<file path="config.mk">
export PLATFORM = sky130hd
export DESIGN_NAME = contiguous_subsequence_match_flat
export DESIGN_NICKNAME = d
export VERILOG_FILES = /design/src/hw/rtl/csm_pkg.sv /design/src/hw/rtl/csm_in_if.sv /design/src/hw/rtl/csm_out_if.sv /design/src/hw/rtl/contiguous_subsequence_match.sv /design/src/hw/rtl/csm_ctrl.sv /design/src/hw/rtl/csm_dp.sv /design/src/flat_wrapper.sv
export SDC_FILE = /design/constraint.sdc
export NUM_CORES = 1
export LEC_CHECK = 0
export BUFFER_PORTS_ARGS = -buffer_cell sky130_fd_sc_hd__buf_2
export CAP_MARGIN = 10
export CORE_AREA = 2 2 180 270
export DETAILED_ROUTE_END_ITERATION = 16
export DIE_AREA = 0 0 182 272
export GPL_TIMING_DRIVEN = 0
export PLACE_DENSITY = 0.71
export SYNTH_ARGS = -nofsm -noshare
export SYNTH_HDL_FRONTEND = slang
export SYNTH_SLANG_ARGS = --single-unit
</file>
<file path="constraint.sdc">
create_clock -name clk_i -period 4.6 [get_ports clk_i]
set_clock_uncertainty 0.15 [all_clocks]
set_input_delay 0.46 -clock clk_i [delete_from_list [all_inputs] [get_ports clk_i]]
set_output_delay 0.46 -clock clk_i [all_outputs]
set_load 0.1 [all_outputs]
</file>
<file path="src/hw/rtl/csm_pkg.sv">
// Package for the contiguous subsequence matcher.
// Holds sizes, operation codes and the controller-to-datapath command type.
// No dependencies.
package csm_pkg;

  // Pattern capacity and derived widths
  localparam int unsigned MaxPattern = 16;
  localparam int unsigned IdxW       = $clog2(MaxPattern);
  localparam int unsigned LenW       = $clog2(MaxPattern + 1);
  localparam int unsigned WordW      = 32;

  // Operation codes carried on the input channel
  localparam logic OpPattern = 1'b0;
  localparam logic OpText    = 1'b1;

  // Commands from the controller, valid for one cycle each
  typedef struct packed {
    logic new_pattern;  // pattern beat that opens a fresh pattern
    logic load;         // pattern beat: store word, clear search
    logic search;       // text beat: advance the match vector
    logic finish;       // text beat with last: capture result, clear search
  } cmd_t;

endpackage

</file>
<file path="src/hw/rtl/csm_in_if.sv">
// Input channel of the matcher: valid/ready plus one element beat.
// Depends on nothing.
interface csm_in_if;
  logic               valid;
  logic               ready;
  logic               operation;
  logic signed [31:0] value;
  logic               last;

  modport source (output valid, output operation, output value, output last, input ready);
  modport sink   (input valid, input operation, input value, input last, output ready);
endinterface

</file>
<file path="src/hw/rtl/csm_out_if.sv">
// Output channel of the matcher: valid/ready plus one result beat.
// Depends on nothing.
interface csm_out_if;
  logic valid;
  logic ready;
  logic found;
  logic pattern_overflow;

  modport source (output valid, output found, output pattern_overflow, input ready);
  modport sink   (input valid, input found, input pattern_overflow, output ready);
endinterface

</file>
<file path="src/hw/rtl/contiguous_subsequence_match.sv">
// Contiguous subsequence matcher, top level. Uses csm_pkg, csm_in_if,
// csm_out_if, csm_ctrl and csm_dp.
// The result of a text beat with last is registered, shown the cycle after it.
// Throughput: one beat per cycle; all pattern cells compare in parallel,
// and a waiting result blocks input only while not taken.
// Reset: asynchronous, active low; empty complete pattern, no result pending.
module contiguous_subsequence_match (
  input logic   clk_i,
  input logic   rst_ni,
  csm_in_if.sink    in_i,
  csm_out_if.source out_o
);
  import csm_pkg::*;

  cmd_t cmd;

  csm_ctrl u_ctrl (
    .clk_i       (clk_i),
    .rst_ni      (rst_ni),
    .in_valid_i  (in_i.valid),
    .in_op_i     (in_i.operation),
    .in_last_i   (in_i.last),
    .in_ready_o  (in_i.ready),
    .out_valid_o (out_o.valid),
    .out_ready_i (out_o.ready),
    .cmd_o       (cmd)
  );

  csm_dp u_dp (
    .clk_i      (clk_i),
    .rst_ni     (rst_ni),
    .cmd_i      (cmd),
    .value_i    (in_i.value),
    .found_o    (out_o.found),
    .overflow_o (out_o.pattern_overflow)
  );

endmodule

</file>
<file path="src/hw/rtl/csm_ctrl.sv">
// Controller of the matcher: pattern open/closed state, handshakes, commands.
// Depends on csm_pkg.
module csm_ctrl (
  input  logic          clk_i,
  input  logic          rst_ni,
  input  logic          in_valid_i,
  input  logic          in_op_i,
  input  logic          in_last_i,
  output logic          in_ready_o,
  output logic          out_valid_o,
  input  logic          out_ready_i,
  output csm_pkg::cmd_t cmd_o
);
  import csm_pkg::*;

  typedef enum logic [1:0] {
    ST_OPEN   = 2'b01,  // pattern being loaded
    ST_CLOSED = 2'b10   // pattern complete (empty after reset)
  } state_e;

  state_e state_q, state_d;
  logic   out_valid_q, out_valid_d;
  logic   accept;
  logic   is_text;

  // Take a beat whenever the result register is free or drains this cycle
  assign in_ready_o  = !out_valid_q || out_ready_i;
  assign accept      = in_valid_i && in_ready_o;
  assign is_text     = (in_op_i == OpText);
  assign out_valid_o = out_valid_q;

  // Commands to the datapath
  always_comb begin
    cmd_o.load        = accept && !is_text;
    cmd_o.new_pattern = accept && !is_text && (state_q == ST_CLOSED);
    cmd_o.search      = accept && is_text;
    cmd_o.finish      = accept && is_text && in_last_i;
  end

  // Pattern state: a text beat always closes the pattern, as does a pattern beat with last
  always_comb begin
    state_d = state_q;
    if (accept) begin
      if (is_text || in_last_i) begin
        state_d = ST_CLOSED;
      end else begin
        state_d = ST_OPEN;
      end
    end
  end

  // Result valid: set on end of text, cleared when taken
  always_comb begin
    out_valid_d = out_valid_q;
    if (out_valid_q && out_ready_i) begin
      out_valid_d = 1'b0;
    end
    if (cmd_o.finish) begin
      out_valid_d = 1'b1;
    end
  end

  always_ff @(posedge clk_i or negedge rst_ni) begin
    if (!rst_ni) begin
      state_q     <= ST_CLOSED;
      out_valid_q <= 1'b0;
    end else begin
      state_q     <= state_d;
      out_valid_q <= out_valid_d;
    end
  end

endmodule

</file>
<file path="src/hw/rtl/csm_dp.sv">
// Datapath of the matcher: pattern store, per-cell comparators, match vector,
// found/overflow flags and the result register. Depends on csm_pkg.
module csm_dp (
  input  logic               clk_i,
  input  logic               rst_ni,
  input  csm_pkg::cmd_t      cmd_i,
  input  logic signed [31:0] value_i,
  output logic               found_o,
  output logic               overflow_o
);
  import csm_pkg::*;

  logic [WordW-1:0]      store_q [MaxPattern];
  logic [LenW-1:0]       len_q, len_d;
  logic                  ovf_q, ovf_d;
  logic [MaxPattern-1:0] pm_q, pm_d;
  logic                  found_q, found_d;
  logic [MaxPattern-1:0] pm_next;
  logic [LenW-1:0]       base_len;
  logic                  base_ovf;
  logic                  room;
  logic                  tail_hit;
  logic [IdxW-1:0]       tail_idx;
  logic                  found_now;
  logic                  res_found_q;
  logic                  res_ovf_q;

  // Length before this beat; a fresh pattern starts from zero
  assign base_len = cmd_i.new_pattern ? '0 : len_q;
  assign base_ovf = cmd_i.new_pattern ? 1'b0 : ovf_q;
  assign room     = (base_len < LenW'(MaxPattern));

  // One comparator per cell, gated by the prefix bit of the previous cell
  always_comb begin
    for (int i = 0; i < MaxPattern; i++) begin
      pm_next[i] = (LenW'(i) < len_q) && (store_q[i] == value_i) &&
                   ((i == 0) ? 1'b1 : pm_q[(i == 0) ? 0 : i - 1]);
    end
  end

  // Bit of the final pattern cell
  assign tail_idx  = IdxW'(len_q - LenW'(1));
  assign tail_hit  = (len_q != '0) && pm_next[tail_idx];
  assign found_now = found_q || tail_hit;

  // Next state of the search and pattern bookkeeping
  always_comb begin
    len_d   = len_q;
    ovf_d   = ovf_q;
    pm_d    = pm_q;
    found_d = found_q;
    if (cmd_i.load) begin
      pm_d    = '0;
      found_d = 1'b0;
      len_d   = room ? base_len + LenW'(1) : base_len;
      ovf_d   = room ? base_ovf : 1'b1;
    end else if (cmd_i.search) begin
      if (cmd_i.finish) begin
        pm_d    = '0;
        found_d = 1'b0;
      end else begin
        pm_d    = pm_next;
        found_d = found_now;
      end
    end
  end

  always_ff @(posedge clk_i or negedge rst_ni) begin
    if (!rst_ni) begin
      len_q   <= '0;
      ovf_q   <= 1'b0;
      pm_q    <= '0;
      found_q <= 1'b0;
    end else begin
      len_q   <= len_d;
      ovf_q   <= ovf_d;
      pm_q    <= pm_d;
      found_q <= found_d;
    end
  end

  // Pattern store: one write port, cells read in place
  always_ff @(posedge clk_i) begin
    if (cmd_i.load && room) begin
      store_q[base_len[IdxW-1:0]] <= value_i;
    end
  end

  // Result register; an empty pattern always matches
  always_ff @(posedge clk_i) begin
    if (cmd_i.finish) begin
      res_found_q <= found_now || (len_q == '0);
      res_ovf_q   <= ovf_q;
    end
  end

  assign found_o    = res_found_q;
  assign overflow_o = res_ovf_q;

endmodule

</file>
<file path="src/flat_wrapper.sv">
// flat-port wrapper written by rule: the top's interface ports become plain ports
module contiguous_subsequence_match_flat import csm_pkg::*;
  (clk_i, rst_ni, in_i_valid, in_i_operation, in_i_value, in_i_last, in_i_ready, out_o_valid, out_o_found, out_o_pattern_overflow, out_o_ready);
  csm_in_if in_i_i ();
  csm_out_if out_o_i ();
  input logic clk_i;
  input logic rst_ni;
  input wire logic [$bits(in_i_i.valid)-1:0] in_i_valid;
  input wire logic [$bits(in_i_i.operation)-1:0] in_i_operation;
  input wire logic [$bits(in_i_i.value)-1:0] in_i_value;
  input wire logic [$bits(in_i_i.last)-1:0] in_i_last;
  output wire logic [$bits(in_i_i.ready)-1:0] in_i_ready;
  output wire logic [$bits(out_o_i.valid)-1:0] out_o_valid;
  output wire logic [$bits(out_o_i.found)-1:0] out_o_found;
  output wire logic [$bits(out_o_i.pattern_overflow)-1:0] out_o_pattern_overflow;
  input wire logic [$bits(out_o_i.ready)-1:0] out_o_ready;
  assign in_i_i.valid = in_i_valid;
  assign in_i_i.operation = in_i_operation;
  assign in_i_i.value = in_i_value;
  assign in_i_i.last = in_i_last;
  assign in_i_ready = in_i_i.ready;
  assign out_o_valid = out_o_i.valid;
  assign out_o_found = out_o_i.found;
  assign out_o_pattern_overflow = out_o_i.pattern_overflow;
  assign out_o_i.ready = out_o_ready;
  contiguous_subsequence_match u_core (.clk_i(clk_i), .rst_ni(rst_ni), .in_i(in_i_i), .out_o(out_o_i));
endmodule
</file>
==> results.toml <==
[worst_hold_path]
holdPathEnd = "u_core.u_ctrl.out_valid_o"
hold_start = "in_i_operation"
hold_class = "input pin to flip-flop"
hold_path_depth = 3

[timing]
period_minus_slack_ns = 3.69
slew_headroom = 0.334
hold_violations = 0
hold_slack_ns = 0.0283
fmax_mhz = 271
drv_slew = 0
rsz0062_at_grt = "false"
max_slew.worst_pin.slew_ns = 0.996
setup_viol = 0
period_share = 0.801
tns_ns = 0

[layout]
fin_nets = 1631
area_delta_synth_final_pct = 12.5
nFillCells = 3733
finish.utilization = 0.553
final_cell_mix = "edfxtp_1 (514), xnor2_1 (350), xor2_1 (159)"
layout_commonest_cell = "edfxtp_1"
drive_above_1_share = 0.136
layoutNonFillerInstCount = 2223

[critical_path]
worst_setup_path_end_kind = "flip-flop"
cp.required_ns = 4.65
ff2ff_path_depth = 7
timing.rr.start = "u_core.u_ctrl.out_valid_o"
rr_endpoint = "u_core.u_dp.store_q[7][4]"
cp.arrival_ns = 3.73
cp-start-kind = "flip-flop"
reg2reg_slack_ns = 0.91
path_class = "flip-flop to flip-flop"
worstPathMaxFanout = 32

[clock_network]
clock-sinks = 539
insertion_delay_ns = 0.58
h-tree-depth = 2
numCtsBuffers = 48
path_clk_slew_ns = 0.06
cts-root-buf = "clkbuf_16"
clk_path_buf_depth = 3
cts_tree = "yes"

[yosys]
synth_seq_area_share = 0.690
synthDominantCellAreaShare = 0.663
async_reset_ff_frac = 0.0464
ys.warnings.count = 0
syn_inst = 1483
ys.flop_type = "edfxtp_1"
postSynthAreaPerCell_um2 = 15.7
synthTopCellsByArea = "edfxtp_1 (66%), xnor2_1 (13%), xor2_1 (6.0%)"
synth_cell_types = 59
synth_seq_cells = 539
synth_fp_nets = 1527
synth_largest_area_cell = "edfxtp_1"
synth_edf_count = 514
netlist_area_um2 = 23300

[placed_design]
hpwl_mm = 44.2
port_buffers = 41
dp.cells = 2135
gp_congestion = 0.934

[grt]
met3_usage = 0.0408
busiest_layer = "met2"
met2_usage = 0.483
grt_use_met1 = 0.336
grt_overflow = 0
grtUsageTotal = 0.281
grt_max_degree = 33
antenna_found_initial = 2
grt_pass1_wl_mm = 96.7
grt_pass1_vias = 13500

[routing]
viasPerCell = 6.04
first_pass_iters = 7
drc_errors = 0
routed_wl_mm = 69.0
dr.first_iter.drc_count = 1585
post_drt_wl_per_cell_um = 31.0
dr_total_vias = 13400
ant_nets = 0

[status]
outcome = "complete, no violations"

[power]
p_leak_nw = 8.26
power_w = 0.0111
power_density_nw_per_um2 = 422
ir_drop_v = 0.000266

[die]
die_w_um = 182
top_level_ports = 42
core-area_um2 = 47300
initial_core_util = 0.492
die_area_um2 = 49500
die_y_um = 272
rows = 98

[flow_run]
max_cap_viol_count = 0
-- worst max-delay path by stage --
stage	from	endpoint	slack, ns	depth (start not counted)
6_report	u_core.u_ctrl.out_valid_o	u_core.u_dp.store_q[7][4]	0.91	7
4_1_cts	u_core.u_ctrl.out_valid_o	u_core.u_dp.store_q[7][12]	0.94	7
3_5_place_dp	in_i_value[24]	u_core.u_dp.found_o	0.50	11
5_1_grt	u_core.u_ctrl.out_valid_o	u_core.u_dp.store_q[7][4]	0.71	7
2_1_floorplan	u_core.u_ctrl.out_valid_o	u_core.u_dp.store_q[3][0]	-0.40	9
3_3_place_gp	out_o_ready	u_core.u_dp.store_q[1][7]	-0.63	8
-- power breakdown --
| part | switching [W] | internal, W | leakage, nW | total (W) |
|---|---|---|---|---|
| Sequential | 0.0000564 | 0.00554 | 4.97 | 0.00559 |
| Clock | 0.00179 | 0.00232 | 0.773 | 0.00411 |
| Combinational | 0.000932 | 0.000425 | 2.52 | 0.00136 |
| Total | 0.00277 | 0.00829 | 8.26 | 0.0111 |
-- flip-flops by register name, indices dropped and copies added (netlist names) --
signal                     count
u_core.u_ctrl.out_valid_o      1
u_core.u_ctrl.state_q          2
u_core.u_dp.found_o            1
u_core.u_dp.found_q            1
u_core.u_dp.len_q              5
u_core.u_dp.overflow_o         1
u_core.u_dp.ovf_q              1
u_core.u_dp.pm_q              15
u_core.u_dp.store_q          512
-- per-layer routing --
layer / wire length [µm] / vias to the layer above / share of wire
met5: 0 / - / 0
met4: 4520 / 0 / 0.065
met3: 5170 / 197 / 0.075
met2: 34600 / 709 / 0.50
met1: 24700 / 6901 / 0.36
li1: - / 5623 / -
-- per-stage QoR --
| step | cell area [µm²] | setup slack (ns) |
|---|---|---|
| 3_5_place_dp | 24600 | 0.499 |
| 2_1_floorplan | 23300 | -0.404 |
| 3_3_place_gp | 24300 | -0.629 |
| 5_1_grt | 26200 | 0.706 |
| 4_1_cts | 26200 | 0.940 |
| 6_report | 26200 | 0.915 |
-- worst max-delay path: stages (launching register included) --
cell and delay [ns]:
dfrtp_1 0.38, nand2b_1 0.12, nand2_1 0.32, nor2_1 0.35, nand3b_1 0.32, a21oi_2 0.41, nand2_1 0.35, nor2_4 0.87
-- what timing repair did --
item	CTS	global route
hold endpoints to repair	26	0
buffers inserted	0	0
resized for setup	0	0
hold buffers	2	0
-- cell type report --
type / count / area [µm²] / area share
Clock buffer: 59 / 1280 / 0.0490
Inverter: 15 / 56.3 / 0.00215
Buffer: 75 / 618 / 0.0236
Clock inverter: 26 / 294 / 0.0112
Antenna cell: 1 / 2.50 / 0.0000955
Sequential cell: 539 / 16100 / 0.613
Multi-Input combinational cell: 854 / 6660 / 0.254
Timing Repair Buffer: 54 / 468 / 0.0179
Tap cell: 600 / 751 / 0.0287
-- cell families (layout without fill, tap and decap cells) --
logic type / Yosys count / after routing / share of synthesized area
buf+inv: 90 / 229 / 0.0290
simple gates: 277 / 277 / 0.0671
xor+xnor: 509 / 509 / 0.192
fa+ha+maj: 6 / 6 / 0.00323
flops: 539 / 539 / 0.690
compound gates: 62 / 62 / 0.0192
other cells: 0 / 1 / 0
-- cell usage after synthesis, types with 3 or more instances --
cell and number:
edfxtp_1 514, xnor2_1 350, xor2_1 159, nand4_1 90
nor4_1 49, nand2_1 38, nor2_1 32, buf_6 28
buf_2 24, dfrtp_1 24, nand3_1 20, nor3_1 18
o21ai_0 18, inv_1 15, buf_4 14, clkbuf_1 6
ha_1 6, nand2b_1 6, a21oi_1 5, a22o_1 5
a21o_1 4, a31oi_1 3, nor4_2 3, o2111ai_1 3
o221ai_1 3, or3_1 3
Note: power is estimated with default switching activity, not from simulation.
